===== config.mk =====
export PLATFORM = sky130hd
export DESIGN_NAME = binned_count_stdev
export DESIGN_NICKNAME = d
export VERILOG_FILES = /design/src/sv/bcs_pkg.sv /design/src/sv/binned_count_stdev.sv /design/src/sv/bcs_ctrl.sv /design/src/sv/bcs_datapath.sv
export SDC_FILE = /design/constraint.sdc
export NUM_CORES = 2
export LEC_CHECK = 0
export ABC_AREA = 1
export ABC_CLOCK_PERIOD_IN_PS = 30700
export BUFFER_PORTS_ARGS = -buffer_cell sky130_fd_sc_hd__buf_2
export CORE_MARGIN = 2
export CORE_UTILIZATION = 45
export CTS_CLUSTER_SIZE = 20
export DETAILED_ROUTE_END_ITERATION = 8
export HOLD_SLACK_MARGIN = 0.15
export RECOVER_POWER = 100
export SYNTH_ARGS = -nofsm -noshare
export SYNTH_HDL_FRONTEND = slang
export SYNTH_HIERARCHICAL = 1
export SYNTH_SLANG_ARGS = --single-unit
export TNS_END_PERCENT = 5

===== constraint.sdc =====
create_clock -name clock -period 30.7 [get_ports clock]
set_input_delay 3.07 -clock clock [delete_from_list [all_inputs] [get_ports clock]]
set_output_delay 3.07 -clock clock [all_outputs]
set_load 0.05 [all_outputs]

===== src/sv/bcs_pkg.sv =====
// Shared types and constants for the binned count standard deviation block.
package bcs_pkg;

   localparam int BIN_SIZE_W   = 11;
   localparam int BIN_SIZE_LOG = 10;
   localparam int BIN_SIZE_MAX = 1024;
   localparam int BIN_SIZE_RST = 10;
   localparam int STDEV_W      = 26;
   localparam int BINS_USED_W  = 17;
   localparam int FRAC_BITS    = 8;
   localparam int FRAC_SHIFT   = 2 * FRAC_BITS;

   localparam logic [STDEV_W-1:0] STDEV_MAX = {STDEV_W{1'b1}};

   typedef enum logic [3:0] {
      ST_IDLE,
      ST_FLUSH,
      ST_SETTLE,
      ST_LOAD_SQ,
      ST_MUL_SQ,
      ST_LOAD_SUM,
      ST_MUL_SUM,
      ST_LOAD_DIV,
      ST_DIV,
      ST_LOAD_ROOT,
      ST_ROOT,
      ST_DONE
   } bcs_state_type;

   typedef enum logic [3:0] {
      OP_NONE,
      OP_LOAD_SQ,
      OP_MUL_ADD,
      OP_LOAD_SUM,
      OP_MUL_SUB,
      OP_LOAD_DIV,
      OP_DIV_STEP,
      OP_LOAD_ROOT,
      OP_ROOT_STEP
   } bcs_op_type;

   typedef struct packed {
      logic       take;
      bcs_op_type op;
      logic       emit;
   } bcs_cmd_type;

   typedef struct packed {
      logic no_bins;
      logic step_last;
   } bcs_status_type;

endpackage


===== src/sv/binned_count_stdev.sv =====
// Throughput: one sample request per cycle; a request without end_of_run yields no response.
// An end_of_run request is answered once the bin pipeline drains and the bit-serial multiply,
// divide and root steps finish; with no complete bin those steps are skipped.
// Requests stall while a response is being computed; config writes are taken at any time.
// Reset (synchronous, active high) clears all run state and sets bin_size to 10.
module binned_count_stdev #(
   parameter int MAX_BINS     = 65536,
   parameter int SAMPLE_WIDTH = 8
) (
   input  logic                               clock,
   input  logic                               reset,
   // request channel: one count sample per request
   input  logic                               req_valid,
   output logic                               req_stall,
   input  logic [SAMPLE_WIDTH-1:0]            req_sample,
   input  logic                               req_end_of_run,
   // response channel: one statistic per run
   output logic                               rsp_valid,
   input  logic                               rsp_stall,
   output logic [bcs_pkg::STDEV_W-1:0]        rsp_stdev_fixed,
   output logic [bcs_pkg::BINS_USED_W-1:0]    rsp_bins_used,
   output logic                               rsp_empty_res,
   // bin size register
   input  logic                               csr_wr_en,
   input  logic [bcs_pkg::BIN_SIZE_W-1:0]     csr_wr_data
);

   // The controller walks the run-end sequence: drain the bin pipeline, form
   // n*sumsq - sum^2 with a shift-add multiplier, divide by n^2 one quotient
   // bit a cycle, then take the integer square root two bits a cycle.
   bcs_pkg::bcs_cmd_type    cmd;
   bcs_pkg::bcs_status_type status;

   bcs_ctrl u_ctrl (
      .clock          (clock),
      .reset          (reset),
      .req_valid      (req_valid),
      .req_end_of_run (req_end_of_run),
      .req_stall      (req_stall),
      .rsp_valid      (rsp_valid),
      .rsp_stall      (rsp_stall),
      .status         (status),
      .cmd            (cmd)
   );

   // The datapath holds the bin accumulators and all arithmetic registers;
   // the response payload sits in its output register until taken.
   bcs_datapath #(
      .MAX_BINS     (MAX_BINS),
      .SAMPLE_WIDTH (SAMPLE_WIDTH)
   ) u_datapath (
      .clock           (clock),
      .reset           (reset),
      .cmd             (cmd),
      .status          (status),
      .req_sample      (req_sample),
      .csr_wr_en       (csr_wr_en),
      .csr_wr_data     (csr_wr_data),
      .rsp_stdev_fixed (rsp_stdev_fixed),
      .rsp_bins_used   (rsp_bins_used),
      .rsp_empty_res   (rsp_empty_res)
   );

endmodule


===== src/sv/bcs_ctrl.sv =====
// Sequencer for the binned count standard deviation block: handshakes and step order.
module bcs_ctrl (
   input  logic                    clock,
   input  logic                    reset,
   input  logic                    req_valid,
   input  logic                    req_end_of_run,
   output logic                    req_stall,
   output logic                    rsp_valid,
   input  logic                    rsp_stall,
   input  bcs_pkg::bcs_status_type status,
   output bcs_pkg::bcs_cmd_type    cmd
);

   bcs_pkg::bcs_state_type state_ff, state_in;
   logic                   rsp_valid_ff, rsp_valid_in;

   always_ff @(posedge clock) begin
      if (reset) begin
         state_ff     <= bcs_pkg::ST_IDLE;
         rsp_valid_ff <= 1'b0;
      end else begin
         state_ff     <= state_in;
         rsp_valid_ff <= rsp_valid_in;
      end
   end

   always_comb begin
      state_in  = state_ff;
      cmd.take  = 1'b0;
      cmd.op    = bcs_pkg::OP_NONE;
      cmd.emit  = 1'b0;
      req_stall = 1'b1;
      case (state_ff)
         bcs_pkg::ST_IDLE: begin
            req_stall = 1'b0;
            cmd.take  = req_valid;
            if (req_valid && req_end_of_run) begin
               state_in = bcs_pkg::ST_FLUSH;
            end
         end
         bcs_pkg::ST_FLUSH: begin
            state_in = bcs_pkg::ST_SETTLE;
         end
         bcs_pkg::ST_SETTLE: begin
            state_in = bcs_pkg::ST_LOAD_SQ;
         end
         bcs_pkg::ST_LOAD_SQ: begin
            if (status.no_bins) begin
               state_in = bcs_pkg::ST_DONE;
            end else begin
               cmd.op   = bcs_pkg::OP_LOAD_SQ;
               state_in = bcs_pkg::ST_MUL_SQ;
            end
         end
         bcs_pkg::ST_MUL_SQ: begin
            cmd.op = bcs_pkg::OP_MUL_ADD;
            if (status.step_last) begin
               state_in = bcs_pkg::ST_LOAD_SUM;
            end
         end
         bcs_pkg::ST_LOAD_SUM: begin
            cmd.op   = bcs_pkg::OP_LOAD_SUM;
            state_in = bcs_pkg::ST_MUL_SUM;
         end
         bcs_pkg::ST_MUL_SUM: begin
            cmd.op = bcs_pkg::OP_MUL_SUB;
            if (status.step_last) begin
               state_in = bcs_pkg::ST_LOAD_DIV;
            end
         end
         bcs_pkg::ST_LOAD_DIV: begin
            cmd.op   = bcs_pkg::OP_LOAD_DIV;
            state_in = bcs_pkg::ST_DIV;
         end
         bcs_pkg::ST_DIV: begin
            cmd.op = bcs_pkg::OP_DIV_STEP;
            if (status.step_last) begin
               state_in = bcs_pkg::ST_LOAD_ROOT;
            end
         end
         bcs_pkg::ST_LOAD_ROOT: begin
            cmd.op   = bcs_pkg::OP_LOAD_ROOT;
            state_in = bcs_pkg::ST_ROOT;
         end
         bcs_pkg::ST_ROOT: begin
            cmd.op = bcs_pkg::OP_ROOT_STEP;
            if (status.step_last) begin
               state_in = bcs_pkg::ST_DONE;
            end
         end
         bcs_pkg::ST_DONE: begin
            // hold until the output register is free
            if (!rsp_valid_ff || !rsp_stall) begin
               cmd.emit = 1'b1;
               state_in = bcs_pkg::ST_IDLE;
            end
         end
         default: begin
            state_in = bcs_pkg::ST_IDLE;
         end
      endcase
      rsp_valid_in = cmd.emit | (rsp_valid_ff & rsp_stall);
   end

   assign rsp_valid = rsp_valid_ff;

endmodule


===== src/sv/bcs_datapath.sv =====
// Datapath: bin accumulation, shift-add multiplier, restoring divider and square root.
module bcs_datapath #(
   parameter int MAX_BINS     = 65536,
   parameter int SAMPLE_WIDTH = 8
) (
   input  logic                                 clock,
   input  logic                                 reset,
   input  bcs_pkg::bcs_cmd_type                 cmd,
   output bcs_pkg::bcs_status_type              status,
   input  logic [SAMPLE_WIDTH-1:0]              req_sample,
   input  logic                                 csr_wr_en,
   input  logic [bcs_pkg::BIN_SIZE_W-1:0]       csr_wr_data,
   output logic [bcs_pkg::STDEV_W-1:0]          rsp_stdev_fixed,
   output logic [bcs_pkg::BINS_USED_W-1:0]      rsp_bins_used,
   output logic                                 rsp_empty_res
);

   localparam int ACC_W  = SAMPLE_WIDTH + bcs_pkg::BIN_SIZE_LOG;
   localparam int CNT_W  = $clog2(MAX_BINS + 1);
   localparam int LOG_B  = $clog2(MAX_BINS);
   localparam int SUM_W  = ACC_W + LOG_B;
   localparam int SQ_W   = 2 * ACC_W + LOG_B;
   localparam int D_W    = CNT_W + SQ_W;
   localparam int DV_W   = 2 * CNT_W;
   localparam int N_W    = D_W + bcs_pkg::FRAC_SHIFT;
   localparam int Q_W    = 2 * ACC_W + bcs_pkg::FRAC_SHIFT - 2;
   localparam int QE_W   = Q_W + (Q_W % 2);
   localparam int R_W    = QE_W / 2;
   localparam int STEP_W = $clog2(N_W + 1);
   localparam int BS_W   = bcs_pkg::BIN_SIZE_W;

   // configuration and run state
   logic [BS_W-1:0]       bin_size_ff, bin_size_in;
   logic [ACC_W-1:0]      bin_accum_ff, bin_accum_in;
   logic [BS_W-1:0]       bin_fill_ff, bin_fill_in;
   logic [SUM_W-1:0]      total_sum_ff, total_sum_in;
   logic [SQ_W-1:0]       total_sum_sq_ff, total_sum_sq_in;
   logic [CNT_W-1:0]      bins_done_ff, bins_done_in;
   logic                  pend_ff, pend_in;
   logic                  sq_pend_ff, sq_pend_in;
   logic [ACC_W-1:0]      tot_ff, tot_in;
   logic [2*ACC_W-1:0]    sqv_ff, sqv_in;

   // arithmetic working registers
   logic [STEP_W-1:0]     step_ff, step_in;
   logic [D_W-1:0]        acc_ff, acc_in;
   logic [D_W-1:0]        mcand_ff, mcand_in;
   logic [SUM_W-1:0]      mplier_ff, mplier_in;
   logic [DV_W-1:0]       div_ff, div_in;
   logic [DV_W-1:0]       rem_ff, rem_in;
   logic [N_W-1:0]        nq_ff, nq_in;
   logic [QE_W-1:0]       x_ff, x_in;
   logic [QE_W-1:0]       res_ff, res_in;
   logic [QE_W-1:0]       bit_ff, bit_in;

   logic [bcs_pkg::STDEV_W-1:0]     stdev_ff, stdev_in;
   logic [bcs_pkg::BINS_USED_W-1:0] used_ff, used_in;
   logic                            empty_ff, empty_in;

   logic [BS_W-1:0]       size;
   logic [BS_W-1:0]       fill_next;
   logic [ACC_W-1:0]      accum_next;
   logic                  sub;
   logic [DV_W:0]         trial;
   logic                  ge;
   logic [QE_W-1:0]       root_t;
   logic                  no_bins;

   always_ff @(posedge clock) begin
      if (reset) begin
         bin_size_ff     <= BS_W'(bcs_pkg::BIN_SIZE_RST);
         bin_accum_ff    <= '0;
         bin_fill_ff     <= '0;
         total_sum_ff    <= '0;
         total_sum_sq_ff <= '0;
         bins_done_ff    <= '0;
         pend_ff         <= 1'b0;
         sq_pend_ff      <= 1'b0;
         step_ff         <= '0;
      end else begin
         bin_size_ff     <= bin_size_in;
         bin_accum_ff    <= bin_accum_in;
         bin_fill_ff     <= bin_fill_in;
         total_sum_ff    <= total_sum_in;
         total_sum_sq_ff <= total_sum_sq_in;
         bins_done_ff    <= bins_done_in;
         pend_ff         <= pend_in;
         sq_pend_ff      <= sq_pend_in;
         step_ff         <= step_in;
      end
   end

   always_ff @(posedge clock) begin
      tot_ff    <= tot_in;
      sqv_ff    <= sqv_in;
      acc_ff    <= acc_in;
      mcand_ff  <= mcand_in;
      mplier_ff <= mplier_in;
      div_ff    <= div_in;
      rem_ff    <= rem_in;
      nq_ff     <= nq_in;
      x_ff      <= x_in;
      res_ff    <= res_in;
      bit_ff    <= bit_in;
      stdev_ff  <= stdev_in;
      used_ff   <= used_in;
      empty_ff  <= empty_in;
   end

   assign no_bins = (bins_done_ff == '0);

   always_comb begin
      if (bin_size_ff == '0) begin
         size = BS_W'(1);
      end else if (bin_size_ff > BS_W'(bcs_pkg::BIN_SIZE_MAX)) begin
         size = BS_W'(bcs_pkg::BIN_SIZE_MAX);
      end else begin
         size = bin_size_ff;
      end
      fill_next  = bin_fill_ff + BS_W'(1);
      accum_next = bin_accum_ff + ACC_W'(req_sample);

      bin_size_in     = csr_wr_en ? csr_wr_data : bin_size_ff;
      bin_accum_in    = bin_accum_ff;
      bin_fill_in     = bin_fill_ff;
      total_sum_in    = total_sum_ff;
      total_sum_sq_in = total_sum_sq_ff;
      bins_done_in    = bins_done_ff;
      pend_in         = 1'b0;
      sq_pend_in      = 1'b0;
      tot_in          = tot_ff;
      sqv_in          = sqv_ff;

      // bin totals drain through two stages: add to the sum and square, then add the square
      if (pend_ff) begin
         total_sum_in = total_sum_ff + SUM_W'(tot_ff);
         sqv_in       = (2 * ACC_W)'(tot_ff) * (2 * ACC_W)'(tot_ff);
         sq_pend_in   = 1'b1;
      end
      if (sq_pend_ff) begin
         total_sum_sq_in = total_sum_sq_ff + SQ_W'(sqv_ff);
      end

      if (cmd.take) begin
         if (fill_next >= size) begin
            if (bins_done_ff < CNT_W'(MAX_BINS)) begin
               tot_in       = accum_next;
               pend_in      = 1'b1;
               bins_done_in = bins_done_ff + CNT_W'(1);
            end
            bin_accum_in = '0;
            bin_fill_in  = '0;
         end else begin
            bin_accum_in = accum_next;
            bin_fill_in  = fill_next;
         end
      end

      step_in   = step_ff;
      acc_in    = acc_ff;
      mcand_in  = mcand_ff;
      mplier_in = mplier_ff;
      div_in    = div_ff;
      rem_in    = rem_ff;
      nq_in     = nq_ff;
      x_in      = x_ff;
      res_in    = res_ff;
      bit_in    = bit_ff;
      sub       = (cmd.op == bcs_pkg::OP_MUL_SUB);
      trial     = {rem_ff, nq_ff[N_W-1]};
      ge        = (trial >= {1'b0, div_ff});
      root_t    = res_ff + bit_ff;

      case (cmd.op)
         bcs_pkg::OP_LOAD_SQ: begin
            acc_in    = '0;
            mcand_in  = D_W'(total_sum_sq_ff);
            mplier_in = SUM_W'(bins_done_ff);
            div_in    = DV_W'(bins_done_ff) * DV_W'(bins_done_ff);
            step_in   = STEP_W'(CNT_W);
         end
         bcs_pkg::OP_LOAD_SUM: begin
            mcand_in  = D_W'(total_sum_ff);
            mplier_in = total_sum_ff;
            step_in   = STEP_W'(SUM_W);
         end
         bcs_pkg::OP_MUL_ADD, bcs_pkg::OP_MUL_SUB: begin
            // add or subtract the shifted multiplicand; wraparound cancels at the end
            if (mplier_ff[0]) begin
               acc_in = acc_ff + (mcand_ff ^ {D_W{sub}}) + D_W'(sub);
            end
            mcand_in  = mcand_ff << 1;
            mplier_in = mplier_ff >> 1;
            step_in   = step_ff - STEP_W'(1);
         end
         bcs_pkg::OP_LOAD_DIV: begin
            nq_in   = {acc_ff, {bcs_pkg::FRAC_SHIFT{1'b0}}};
            rem_in  = '0;
            step_in = STEP_W'(N_W);
         end
         bcs_pkg::OP_DIV_STEP: begin
            if (ge) begin
               rem_in = DV_W'(trial - {1'b0, div_ff});
            end else begin
               rem_in = DV_W'(trial);
            end
            nq_in   = {nq_ff[N_W-2:0], ge};
            step_in = step_ff - STEP_W'(1);
         end
         bcs_pkg::OP_LOAD_ROOT: begin
            x_in    = QE_W'(nq_ff[Q_W-1:0]);
            res_in  = '0;
            bit_in  = QE_W'(1) << (QE_W - 2);
            step_in = STEP_W'(R_W);
         end
         bcs_pkg::OP_ROOT_STEP: begin
            if (x_ff >= root_t) begin
               x_in   = x_ff - root_t;
               res_in = (res_ff >> 1) + bit_ff;
            end else begin
               res_in = res_ff >> 1;
            end
            bit_in  = bit_ff >> 2;
            step_in = step_ff - STEP_W'(1);
         end
         default: begin
         end
      endcase

      stdev_in = stdev_ff;
      used_in  = used_ff;
      empty_in = empty_ff;
      if (cmd.emit) begin
         if (no_bins) begin
            stdev_in = '0;
         end else if (res_ff > QE_W'(bcs_pkg::STDEV_MAX)) begin
            stdev_in = bcs_pkg::STDEV_MAX;
         end else begin
            stdev_in = bcs_pkg::STDEV_W'(res_ff);
         end
         used_in  = bcs_pkg::BINS_USED_W'(bins_done_ff);
         empty_in = no_bins;
         // start the next run from a clean slate
         bin_accum_in    = '0;
         bin_fill_in     = '0;
         total_sum_in    = '0;
         total_sum_sq_in = '0;
         bins_done_in    = '0;
      end
   end

   assign status.no_bins   = no_bins;
   assign status.step_last = (step_ff == STEP_W'(1));

   assign rsp_stdev_fixed = stdev_ff;
   assign rsp_bins_used   = used_ff;
   assign rsp_empty_res   = empty_ff;

endmodule

==> impl_metrics.env <==
export IMPL_wl_per_cell_um=18.5
export IMPL_grt_pass1_wl_mm=321
export IMPL_ir_worst_vdd_mv=0.0412
export IMPL_setup_violations_final=0
export IMPL_netlist_instances=8981
export IMPL_placementRows=141
export IMPL_overflow=0
export IMPL_synth_compound_area_share_pct=11.5
export IMPL_drv_slew=1305
export IMPL_hp_class="reg2reg"
export IMPL_synth_area_um2=67100
export IMPL_cts_made_buffers=88
export IMPL_synthFlopType="edfxtp_1"
export IMPL_drt_total_wl_mm=203
export IMPL_violations="capacitance limit, slew limit"
export IMPL_fin_area_um2=72100
export IMPL_max_slew_margin_pct=-215
export IMPL_max_freq_mhz=82.9
export IMPL_synth_cell_types=55
export IMPL_htreeDepth=3
export IMPL_grt_antenna_before_repair=3
export IMPL_syn2layout_area_growth_pct=7.53
export IMPL_grt_max_degree=88
export IMPL_skew_ns=0.0377
export IMPL_routabilityCongestion=1.01
export IMPL_viasPerCell=5.31
export IMPL_yosys_warnings=6
export IMPL_clk_latency_ns=0.73
export IMPL_root_buffer="clkbuf_16"
export IMPL_vias=58192
export IMPL_ctsLongestPathBuffers=3
export IMPL_critPathMaxFanout=76
export IMPL_cts_tree="yes"
export IMPL_timing_hold_ws_ns=0.472
export IMPL_cp_arrival_ns=12.30
export IMPL_setup_tns_ns=0
export IMPL_die_width_um=390
export IMPL_startpoint_type="flip-flop"
export IMPL_synth_mux_area_share_pct=0.0168
export IMPL_synth_edf_count=546
export IMPL_crit_required_ns=30.94
export IMPL_synth_async_reset_ratio_pct=0
export IMPL_cts_setup_buffers=0
export IMPL_fin_crit_sh_pct=39.3
export IMPL_path_class="reg2reg"
export IMPL_port_buffers=70
export IMPL_ctsHoldBuffers=0
export IMPL_dr_pass1_iters=6
export IMPL_synth_yosys_seq_area_share_pct=29.1
export IMPL_power_leakage_nw=34.4
export IMPL_cts_resized=0
export IMPL_min_period_ns=12.06
export IMPL_status="finished, violations left"
export IMPL_core_area_um2=148000
export IMPL_hpwl_mm=160
export IMPL_die_y_um=390
export IMPL_rsz0062_at_grt="false"
export IMPL_io_pins=71
export IMPL_drt_first_iter_violations=5038
export IMPL_synthesis_nets=9929
export IMPL_worstMarginPinSlew_ns=4.72
export IMPL_nets=9901
export IMPL_start_util_pct=45.4
export IMPL_synth_top_family_by_area="simple AND/OR/NAND/NOR gates"
export IMPL_drive_gt1_share_pct=2.39
export IMPL_synthAdderAreaFrac_pct=21.9
export IMPL_yosys_area_share_simple_pct=22.3
export IMPL_synthXorXnorAreaFrac_pct=4.31
export IMPL_ant_nets=0
export IMPL_grt_pass1_vias=57530
export IMPL_power_density_nw_per_um2=41.1
export IMPL_place_area_um2=69300
export IMPL_dieArea_um2=152000
export IMPL_cap_viol_max_count=25
export IMPL_grt_util_all_layers_pct=26.6
export IMPL_path_clk_slew_ns=0.05
export IMPL_diodes=0
export IMPL_syn_avg_cell_area_um2=7.47
export IMPL_hold_viol_final=0
export IMPL_cts_sinks=703
export IMPL_drt_drc_violations_left=0
export IMPL_crit_path_end_kind="flip-flop"
export IMPL_yosys_register_bits=703
## worst max-delay path: stages, from the launching register on
cell	delay [ns]
dfxtp_1	0.29
clkbuf_1	0.52
inv_1	0.32
nand4_1	0.19
nor4_4	0.27
clkbuf_1	1.35
nand3b_1	0.27
nand2_1	0.12
nor2_1	0.22
nand3_1	1.27
clkinv_1	0.20
clkbuf_1	2.96
nand2_1	1.01
nand2_2	0.21
clkbuf_1	2.26
## where the power goes
group / switching (mW) / internal, mW
sequential: 0.0200 / 1.08
combinational: 0.513 / 0.239
clock: 0.449 / 0.669
total: 0.982 / 1.99
## metal layers
| metal | vias up | GRT usage, % | wire [um] |
|---|---|---|---|
| li1 | 28604 | - | - |
| met1 | 27716 | 36.9 | 93000 |
| met2 | 1590 | 43.9 | 93700 |
| met3 | 280 | 2.92 | 11100 |
| met4 | 2 | 7.26 | 5210 |
| met5 | - | 0 | 13 |
## logic make-up (layout without fill, tap and decap cells)
kind of cell	after synthesis	after routing
simple gates	3699	3699
xor+xnor	330	330
compound gates	1401	1401
fa+ha+maj	923	923
mux	1	1
flops	703	703
buf+inv	1924	1970
## cell usage in the layout, fill, tap and decap left out, drive strengths merged, types with 2 or more instances in the layout
| cell | n |
|---|---|
| and3 | 2 |
| clkinv | 26 |
| inv | 1708 |
| nor3 | 86 |
| nand3b | 31 |
| nor3b | 8 |
| clkbuf | 184 |
| a211oi | 5 |
| ha | 504 |
| o2111ai | 3 |
| nand2 | 2118 |
| o21a | 27 |
| o211ai | 27 |
| buf | 32 |
| nor4 | 30 |
| a221oi | 4 |
| or2 | 11 |
| nor2 | 1013 |
| o31ai | 2 |
| xor2 | 240 |
| o221ai | 35 |
| xnor2 | 90 |
| fa | 419 |
| a21oi | 624 |
| and2 | 5 |
| o21bai | 57 |
| a31oi | 35 |
| edfxtp | 546 |
| nand4 | 110 |
| o22ai | 17 |
| dfxtp | 157 |
| o21ai | 516 |
| bufinv | 14 |
| a21o | 33 |
| nand3 | 283 |
| clkinvlp | 6 |
| a21boi | 13 |
## registers in the layout, indices dropped and copies added, names as in the netlist, 4 cells and up
register / count
u_datapath/nq_ff: 85
u_datapath/acc_ff: 69
u_datapath/mcand_ff: 69
u_datapath/total_sum_sq_ff: 52
u_datapath/res_ff: 50
u_datapath/x_ff: 50
u_datapath/sqv_ff: 35
u_datapath/mplier_ff: 34
u_datapath/rem_ff: 34
u_datapath/total_sum_ff: 34
u_datapath/div_ff: 33
u_datapath/rsp_stdev_fixed: 26
u_datapath/bit_ff: 25
u_datapath/bin_accum_ff: 18
u_datapath/tot_ff: 18
u_datapath/bins_done_ff: 17
u_datapath/rsp_bins_used: 17
u_datapath/bin_fill_ff: 11
u_datapath/bin_size_ff: 11
u_datapath/step_ff: 7
u_ctrl/state_ff: 4
## synth_stat cells, types with 13 or more instances
library cell	count	area, um2
a21boi_0	13	97.6
a21o_1	33	248
a21oi_1	613	3070
a31oi_1	35	219
buf_1	23	86.3
buf_2	18	90.1
clkbuf_1	172	646
dfxtp_1	157	3140
edfxtp_1	546	16400
fa_1	419	8390
ha_1	504	6310
inv_1	1698	6370
nand2_1	2110	7920
nand3_1	281	1410
nand3b_1	31	233
nand4_1	110	688
nor2_1	1006	3780
nor3_1	86	430
nor4_1	28	175
o211ai_1	26	195
o21a_1	27	203
o21ai_0	496	2480
o21ai_1	20	100
o21bai_1	57	428
o221ai_1	35	307
o22ai_1	17	106
xnor2_1	90	788
xor2_1	240	2100
## final cells by class
class	instances	area, um2
timing repair buffer	101	442
fill	14948	75700
clock buffer	115	2380
multi-input combinational	6354	40300
tap	1930	2410
inverter	1705	6400
sequential	703	19500
clock inverter	49	679
## per-stage QoR
step	std cells	util [%]	power, mW	setup WS [ns]
after floorplan	8981	-	1.63	19.80
after global placement	10793	46.9	1.85	23.90
after detailed placement	10793	46.9	1.86	23.87
after CTS	10957	49.0	2.99	24.17
after global routing	10957	48.8	3.13	17.87
final	10957	48.8	2.97	18.64
## path summary, 6_finish.rpt
| check | start | endpoint | slack (ns) | depth (start not counted) |
|---|---|---|---|---|
| worst max-delay path | u_datapath/bins_done_ff[5] | u_datapath/x_ff[42] | 18.64 | 14 |
| worst min register to register | u_datapath/bin_accum_ff[0] | u_datapath/bin_accum_ff[0] | 0.47 | 2 |
| worst min-delay path | u_datapath/bin_accum_ff[0] | u_datapath/bin_accum_ff[0] | 0.47 | 2 |
| worst max register to register | u_datapath/bins_done_ff[5] | u_datapath/x_ff[42] | 18.64 | 14 |
No activity file was read; power rests on OpenSTA's default activity.
